<file path="src/rtl/core/swbc_pkg.sv">
package swbc_pkg;

    typedef struct packed {
        logic signed [15:0] a_left;
        logic signed [15:0] a_right;
        logic signed [15:0] a_top;
        logic signed [15:0] a_bottom;
        logic signed [15:0] a_speed_x;
        logic signed [15:0] a_speed_y;
        logic signed [15:0] b_left;
        logic signed [15:0] b_right;
        logic signed [15:0] b_top;
        logic signed [15:0] b_bottom;
        logic signed [15:0] b_speed_x;
        logic signed [15:0] b_speed_y;
    } req_t;

    typedef struct packed {
        logic               collided;
        logic [1:0]         face_a;
        logic [1:0]         face_b;
        logic signed [15:0] a_rewound_x;
        logic signed [15:0] a_rewound_y;
        logic signed [15:0] b_rewound_x;
        logic signed [15:0] b_rewound_y;
        logic signed [15:0] contact_angle;
    } rsp_t;

    // edge difference magnitude, speed magnitude, time fraction shift
    localparam int NUM_W      = 16;
    localparam int DEN_W      = 16;
    localparam int FRAC_SHIFT = 12;
    localparam int QUOT_W     = NUM_W + FRAC_SHIFT;
    localparam int TIME_W     = 32;
    localparam int LANES      = 2;
    localparam int CTR_W      = 17;
    localparam int SQ_W       = 33;

    localparam logic [TIME_W-1:0] T_NONE = 32'hFFFF_FFFF;

    localparam int ANGLE_W = 18;
    localparam logic signed [ANGLE_W-1:0] PI_Q13 = 18'sd25736;

    localparam logic [1:0] FACE_LEFT   = 2'd0;
    localparam logic [1:0] FACE_RIGHT  = 2'd1;
    localparam logic [1:0] FACE_TOP    = 2'd2;
    localparam logic [1:0] FACE_BOTTOM = 2'd3;

    localparam logic        REG_MIN_SPEED_SQ = 1'b0;
    localparam logic [31:0] MIN_SPEED_SQ_RST = 32'd655;

    // state carried alongside the divider
    typedef struct packed {
        logic [SQ_W-1:0]         sq_x;
        logic [SQ_W-1:0]         sq_y;
        logic                    overlap;
        logic                    zero_x;
        logic                    zero_y;
        logic                    pos_x;
        logic                    pos_y;
        logic signed [CTR_W-1:0] ctr_ax;
        logic signed [CTR_W-1:0] ctr_ay;
        logic signed [CTR_W-1:0] ctr_bx;
        logic signed [CTR_W-1:0] ctr_by;
        logic signed [15:0]      spd_ax;
        logic signed [15:0]      spd_ay;
        logic signed [15:0]      spd_bx;
        logic signed [15:0]      spd_by;
    } mid_t;

    typedef struct packed {
        logic       collided;
        logic [1:0] face_a;
        logic [1:0] face_b;
    } hit_t;

    function automatic logic signed [ANGLE_W-1:0] atan_q13(input int i);
        case (i)
            0:       return 18'sd6434;
            1:       return 18'sd3798;
            2:       return 18'sd2007;
            3:       return 18'sd1019;
            4:       return 18'sd511;
            5:       return 18'sd256;
            6:       return 18'sd128;
            7:       return 18'sd64;
            8:       return 18'sd32;
            9:       return 18'sd16;
            10:      return 18'sd8;
            11:      return 18'sd4;
            12:      return 18'sd2;
            13:      return 18'sd1;
            default: return 18'sd0;
        endcase
    endfunction

endpackage

</file>
<file path="src/rtl/core/swbc_cordic.sv">
// Vectoring CORDIC, one micro-rotation per stage.
module swbc_cordic
    import swbc_pkg::*;
#(
    parameter int COORD_BITS   = 16,
    parameter int CORDIC_STEPS = 14,
    parameter int SIDE_W       = 1
) (
    input  logic                      clk,
    input  logic                      rst_n,
    input  logic                      en,
    input  logic                      in_valid,
    input  logic signed [COORD_BITS:0] in_dx,
    input  logic signed [COORD_BITS:0] in_dy,
    input  logic [SIDE_W-1:0]         in_side,
    output logic                      out_valid,
    output logic signed [15:0]        out_angle,
    output logic [SIDE_W-1:0]         out_side
);

    localparam int W = COORD_BITS + 12;

    logic signed [W-1:0] xs;
    logic signed [W-1:0] ys;
    logic signed [W-1:0] x0_next;
    logic signed [W-1:0] y0_next;
    logic signed [ANGLE_W-1:0] z0_next;

    logic                      v_reg    [CORDIC_STEPS+1];
    logic [SIDE_W-1:0]         side_reg [CORDIC_STEPS+1];
    logic                      zero_reg [CORDIC_STEPS+1];
    logic signed [W-1:0]       x_reg    [CORDIC_STEPS+1];
    logic signed [W-1:0]       y_reg    [CORDIC_STEPS+1];
    logic signed [ANGLE_W-1:0] z_reg    [CORDIC_STEPS+1];
    logic signed [ANGLE_W-1:0] zf;

    assign xs = W'(in_dx) <<< 8;
    assign ys = W'(in_dy) <<< 8;

    // left half plane: fold over by pi first
    always_comb begin
        if (xs < 0) begin
            x0_next = -xs;
            y0_next = -ys;
            z0_next = (ys >= 0) ? PI_Q13 : -PI_Q13;
        end else begin
            x0_next = xs;
            y0_next = ys;
            z0_next = '0;
        end
    end

    always_ff @(posedge clk or negedge rst_n) begin
        if (!rst_n) begin
            v_reg[0] <= 1'b0;
        end else if (en) begin
            v_reg[0] <= in_valid;
        end
    end

    always_ff @(posedge clk) begin
        if (en) begin
            side_reg[0] <= in_side;
            zero_reg[0] <= (in_dx == '0) && (in_dy == '0);
            x_reg[0]    <= x0_next;
            y_reg[0]    <= y0_next;
            z_reg[0]    <= z0_next;
        end
    end

    for (genvar k = 0; k < CORDIC_STEPS; k++) begin : g_step
        logic signed [W-1:0] xsh;
        logic signed [W-1:0] ysh;

        assign xsh = x_reg[k] >>> k;
        assign ysh = y_reg[k] >>> k;

        always_ff @(posedge clk or negedge rst_n) begin
            if (!rst_n) begin
                v_reg[k+1] <= 1'b0;
            end else if (en) begin
                v_reg[k+1] <= v_reg[k];
            end
        end

        always_ff @(posedge clk) begin
            if (en) begin
                side_reg[k+1] <= side_reg[k];
                zero_reg[k+1] <= zero_reg[k];
                if (y_reg[k] > 0) begin
                    x_reg[k+1] <= x_reg[k] + ysh;
                    y_reg[k+1] <= y_reg[k] - xsh;
                    z_reg[k+1] <= z_reg[k] + atan_q13(k);
                end else begin
                    x_reg[k+1] <= x_reg[k] - ysh;
                    y_reg[k+1] <= y_reg[k] + xsh;
                    z_reg[k+1] <= z_reg[k] - atan_q13(k);
                end
            end
        end
    end

    always_comb begin
        zf = z_reg[CORDIC_STEPS];
        if (zero_reg[CORDIC_STEPS]) begin
            zf = '0;
        end else if (zf > PI_Q13) begin
            zf = PI_Q13;
        end else if (zf < -PI_Q13) begin
            zf = -PI_Q13;
        end
    end

    assign out_angle = zf[15:0];
    assign out_valid = v_reg[CORDIC_STEPS];
    assign out_side  = side_reg[CORDIC_STEPS];

endmodule

</file>
<file path="config.mk">
export PLATFORM = sky130hd
export DESIGN_NAME = swbc_cordic
export DESIGN_NICKNAME = d
export VERILOG_FILES = /design/src/rtl/core/swbc_pkg.sv /design/src/rtl/core/swbc_cordic.sv
export SDC_FILE = /design/constraint.sdc
export NUM_CORES = 2
export LEC_CHECK = 0
export BUFFER_PORTS_ARGS = -buffer_cell sky130_fd_sc_hd__buf_2
export CAP_MARGIN = 5
export CORE_AREA = 3 3 399 599
export CTS_CLUSTER_DIAMETER = 150
export DETAILED_ROUTE_END_ITERATION = 7
export DIE_AREA = 0 0 402 602
export GPL_ROUTABILITY_DRIVEN = 0
export PLACE_DENSITY = 0.44
export SLEW_MARGIN = 20
export SYNTH_ARGS = -nofsm -noshare
export SYNTH_HDL_FRONTEND = slang
export SYNTH_SLANG_ARGS = --single-unit
export TNS_END_PERCENT = 50
</file>
<file path="constraint.sdc">
create_clock -name clk -period 8.3 [get_ports clk]
set_input_delay 0.415 -clock clk [delete_from_list [all_inputs] [get_ports clk]]
set_output_delay 0.415 -clock clk [all_outputs]
set_load 0.05 [all_outputs]
</file>
# [Word level (Yosys, flattened, before mapping)]
# Memory sizes are Yosys's and may differ from the RTL's.
# Cells that the tools add are included.
[classes] add_sub_neg=85 magnitude_cmp=18 mux=135 bitwise=42 reduce_logical=3
[ops] operator="28-bit two-way mux" count=30
[ops] operator="28-bit by 1-bit > comparator with 1-bit output (second input constant)" count=14
[ops] operator="18-bit two-way mux" count=16
[ops] operator="1-bit two-way mux" count=86
[ops] operator="28-bit by 15-bit adder with 28-bit output" count=2
[ops] operator="28-bit by 16-bit adder with 28-bit output" count=2
[ops] operator="28-bit by 17-bit adder with 28-bit output" count=2
[ops] operator="28-bit by 18-bit adder with 28-bit output" count=2
[ops] operator="28-bit by 19-bit adder with 28-bit output" count=2
[ops] operator="28-bit by 20-bit adder with 28-bit output" count=2
[ops] operator="28-bit by 21-bit adder with 28-bit output" count=2
[ops] operator="28-bit by 22-bit adder with 28-bit output" count=2
[ops] operator="28-bit by 23-bit adder with 28-bit output" count=2
[ops] operator="28-bit by 24-bit adder with 28-bit output" count=2
[ops] operator="28-bit by 25-bit adder with 28-bit output" count=2
[ops] operator="28-bit by 26-bit adder with 28-bit output" count=2
[ops] operator="28-bit by 27-bit adder with 28-bit output" count=2
[ops] operator="25-bit negator with 28-bit output" count=2
[ops] operator="28-bit by 15-bit subtractor with 28-bit output" count=2
[ops] operator="28-bit by 16-bit subtractor with 28-bit output" count=2
[ops] operator="28-bit by 17-bit subtractor with 28-bit output" count=2
[ops] operator="28-bit by 18-bit subtractor with 28-bit output" count=2
[ops] operator="28-bit by 19-bit subtractor with 28-bit output" count=2
[ops] operator="28-bit by 20-bit subtractor with 28-bit output" count=2
[ops] operator="43 further kinds" count=97
[word_totals] reg_bits=15 mem_bits_rw=1140 in_bits=39 word_cells=303 mem_count=5
[mem_list] memory="x_reg" words=15 width=28 read_ports=14 rd_clocked_by_memory_dff=0 wr=15 line="swbc_cordic.sv:32" text="logic signed [W-1:0] x_reg [CORDIC_STEPS+1];"
[mem_list] memory="y_reg" words=15 width=28 read_ports=14 rd_clocked_by_memory_dff=0 wr=15 line="swbc_cordic.sv:33" text="logic signed [W-1:0] y_reg [CORDIC_STEPS+1];"
[mem_list] memory="z_reg" words=15 width=18 read_ports=15 rd_clocked_by_memory_dff=0 wr=15 line="swbc_cordic.sv:34" text="logic signed [ANGLE_W-1:0] z_reg [CORDIC_STEPS+1];"
[mem_list] memory="side_reg" words=15 width=1 read_ports=15 rd_clocked_by_memory_dff=0 wr=15 line="swbc_cordic.sv:30" text="logic [SIDE_W-1:0] side_reg [CORDIC_STEPS+1];"
[mem_list] memory="zero_reg" words=15 width=1 read_ports=15 rd_clocked_by_memory_dff=0 wr=15 line="swbc_cordic.sv:31" text="logic zero_reg [CORDIC_STEPS+1];"

# [Logic depth before layout (Yosys ltp)]
# An unclocked memory read counts as a cell.
[depth] depth_word=6 mapped_depth=23 depth_no_buf=22

# [Worst setup path before layout]
# No wires, ideal clock.
[synth_path] path_kind="reg-to-reg" startpoint="memory y_reg[0][210] (netlist name)" endpoint="memory y_reg[1][27] (netlist name) (data pin)" setup_time_ps=135 arrival_time_ps=5680 required_ps=8165 setup_slack_ps=2486 stages_incl_launch_ff=22 n_path_buf=3 cell_sequence="edfxtp_1 or4_4 or3_4 nand4bb_1 or3_1 clkbuf_2 o31a_1 buf_6 inv_1 clkbuf_1 nor2_1 xor2_1 ha_1 a21oi_1 o21ai_0 a41oi_1 o21a_1 a31oi_1 a221o_1 a221o_1 or4_1 nand3_1"
[synth_rtl] element="from (decl)" line="swbc_cordic.sv:33"

==> impl_metrics.csv <==
group,metric,value,unit
run_status,status,"finished, final reports clean",
die,rows,218,
timing,setup_tns,0,ps
routing,drt_iter0_drc,2777,
timing,finClkSkew,89.4,ps
final_layout,stdcell_count,11300,
final_layout,drive_gt1_frac,0.0489,
routing,ant_nets,0,
final_layout,largest_register_ffs,362,
die,die_w,402,µm
die,initial_core_util,0.329,
timing,clock.fmax,0.145,GHz
global_routing,track_usage,0.186,
yosys,ys_types,88,
place,place.port_buffers,55,
critical_path,crit_arrival,7390,ps
critical_path,crit_required,8820,ps
timing,min_period,6880,ps
routing,wire_per_inst,20.5,µm
global_routing,grt_pass1_vias,61500,
yosys,ys_ff_latch,964,
global_routing,antenna_found_initial,2,
timing,rsz0062_at_grt,"no",
timing,max_slew_margin,0.189,
cts,cts_tree,"done",
die,die_height,602,µm
timing,setup_violations,0,
critical_path,end_kind,"flip-flop",
cts,ctsRootBufferMaster,"clkbuf_16",
timing,finalHoldViolations,0,
cts,post_cts_buffers,0,
yosys,synthFlopType,"edfxtp_1",
place,post-dp-hpwl,189,mm
cts,cts_hold_buffers,35,
yosys,syn-instance-count,7960,
global_routing,grt_start_max_net_pins,109,
yosys,synth_area,77200,µm²
global_routing,grt_pass1_wl,352,mm
cts,cts_resized,0,
cts,cts.sinks,964,
hold_path,min_path_type,"in -> async",
yosys,synth-async-reset-ratio,0.0156,
yosys,yosysWarnings,0,
routing,num_vias,59400,
yosys,avgSynthCellArea,9.70,µm²
critical_path,worstSetupPathType,"reg -> reg",
routing,drc,0,
final_layout,area_growth,10.7,%
critical_path,startpoint_type,"flip-flop",
routing,vias_per_cell,5.27,
cts,path_clk_slew,70,ps
timing,finalCritPeriodShare,0.829,
cts,numCtsBuffers,111,
cts,clk_path_buf_depth,3,
cts,cts_max_level,3,
die,coreArea,235000,µm²
job,timing.max_cap.violations,0,
global_routing,grt-ovfl-total,0,
die,dieArea,242000,µm²
place,dp_cells,11000,
final_layout,finalNetCount,8999,
routing,wl,231,mm
timing,worstMarginPinSlew,1210,ps
yosys,synth_edf_count,949,
cts,clock_latency,770,ps
critical_path,path_max_fanout,34,
yosys,seq_area_frac_synth,0.374,
timing,report.final.slew_viol_count,0,
die,io_pins,57,
routing,first_pass_iters,7,
-- routing by layer --
metal / vias to the layer above / share of wire / track usage
li1: 29700 / - / -
met1: 28300 / 0.33 / 0.167
met2: 946 / 0.58 / 0.390
met3: 500 / 0.023 / 0.0179
met4: 0 / 0.067 / 0.110
met5: - / 0 / 0
-- layout by cell type, fill, tap and decap left out, drive strengths merged, types with 38 or more instances in the layout --
cell    netlist  final
xor2        373    373
clkbuf      128    131
o21a        114    114
nor2b       103    103
nand2b      131    131
a211oi       65     65
clkinv        8     57
inv         375    386
ha          843    843
o21ai       501    501
o31ai       133    133
or3          85     85
buf          12    115
xnor2       764    764
a21oi       626    626
nor2        662    662
or2          38     38
edfxtp      949    949
nand2       512    512
a21boi       52     52
nor4         71     71
o21bai       81     81
a31oi        77     77
o41ai        53     53
or4          44     44
and3         60     60
nand3       141    141
a21o        233    233
nor3        224    224
-- cells by family (layout without fill, tap and decap cells) --
logic type | count (synthesis) | in the layout | synth area share
adders and majority gates | 874 | 874 | 0.145
muxes | 57 | 57 | 0.00805
xor gates and xnor gates | 1137 | 1137 | 0.129
DFF | 964 | 964 | 0.374
AOI/OAI and AO/OA | 2202 | 2202 | 0.182
other | 1 | 5 | 0.0000486
buffers and inverters | 523 | 743 | 0.0256
and+or+nand+nor | 2202 | 2202 | 0.137
-- cell usage after synthesis, types with 25 or more instances --
| library cell | instances | area (µm²) |
|---|---|---|
| a211oi_1 | 65 | 488 |
| a21boi_0 | 52 | 390 |
| a21o_1 | 233 | 1750 |
| a21oi_1 | 626 | 3130 |
| a31oi_1 | 77 | 482 |
| and2_1 | 32 | 200 |
| and3_1 | 60 | 375 |
| clkbuf_1 | 127 | 477 |
| edfxtp_1 | 949 | 28500 |
| fa_1 | 31 | 621 |
| ha_1 | 843 | 10500 |
| inv_1 | 374 | 1400 |
| mux2_2 | 31 | 349 |
| mux2i_1 | 25 | 250 |
| nand2_1 | 512 | 1920 |
| nand2b_1 | 131 | 820 |
| nand3_1 | 141 | 706 |
| nand4_1 | 34 | 213 |
| nor2_1 | 662 | 2480 |
| nor2b_1 | 103 | 644 |
| nor3_1 | 224 | 1120 |
| nor4_1 | 70 | 438 |
| o211ai_1 | 33 | 248 |
| o21a_1 | 114 | 856 |
| o21ai_0 | 496 | 2480 |
| o21bai_1 | 81 | 608 |
| o31ai_1 | 133 | 998 |
| o41ai_1 | 53 | 464 |
| or2_2 | 38 | 238 |
| or3_1 | 84 | 526 |
| or4_1 | 43 | 323 |
| xnor2_1 | 764 | 6690 |
| xor2_1 | 373 | 3270 |
-- through the flow --
step | area [µm²] | util | setup WS, ps | hold WS [ps]
6_report | 85500 | 0.365 | 1420 | 104
2_1_floorplan | 77200 | - | 2490 | 119
4_1_cts | 85500 | 0.365 | 1410 | 31.4
5_1_grt | 85500 | 0.365 | 906 | 59.4
3_3_place_gp | 81400 | 0.347 | 1480 | 338
3_5_place_dp | 81400 | 0.347 | 1410 | 341
-- layout make-up --
class,count,area (µm²)
Timing Repair Buffer,150,1100
Clock inverter,79,932
Clock buffer,131,2870
Inverter,383,1440
Multi-Input combinational cell,6476,46400
Tap cell,3080,3850
Fill cell,23600,149000
Antenna cell,1,2.50
Sequential cell,964,28900
-- path summary, 6_finish.rpt --
kind / slack [ps] / cells after the start / to / start
max: 1420 / 19 / y_reg[0][194] / y_reg[0][150]
min: 100 / 2 / v_reg[1] / rst_n
max reg2reg: 1420 / 19 / y_reg[0][194] / y_reg[0][150]
min reg2reg: 420 / 0 / side_reg[1] / side_reg[0]
max in group asynchronous: 7940 / 2 / v_reg[14] / rst_n
min in group clk: 120 / 1 / y_reg[0][8] / en
-- worst max-delay path, stage by stage (launching register included) --
cell and delay [ps]:
edfxtp_1 460, nor4_1 590, nand4_1 420, nor3_1 600
a41oi_1 340, nand2b_1 240, buf_4 260, nand2_1 120
o21ai_0 190, fa_1 480, a21o_1 170, a21o_1 190
a21oi_1 200, o21ai_0 210, a21oi_1 280, a21oi_1 220
o41ai_1 510, o21ai_0 470, a311o_1 480, xor2_1 140
Power is not shown: default switching activity piles up to over one toggle a cycle in this logic, so the estimate is an artifact.
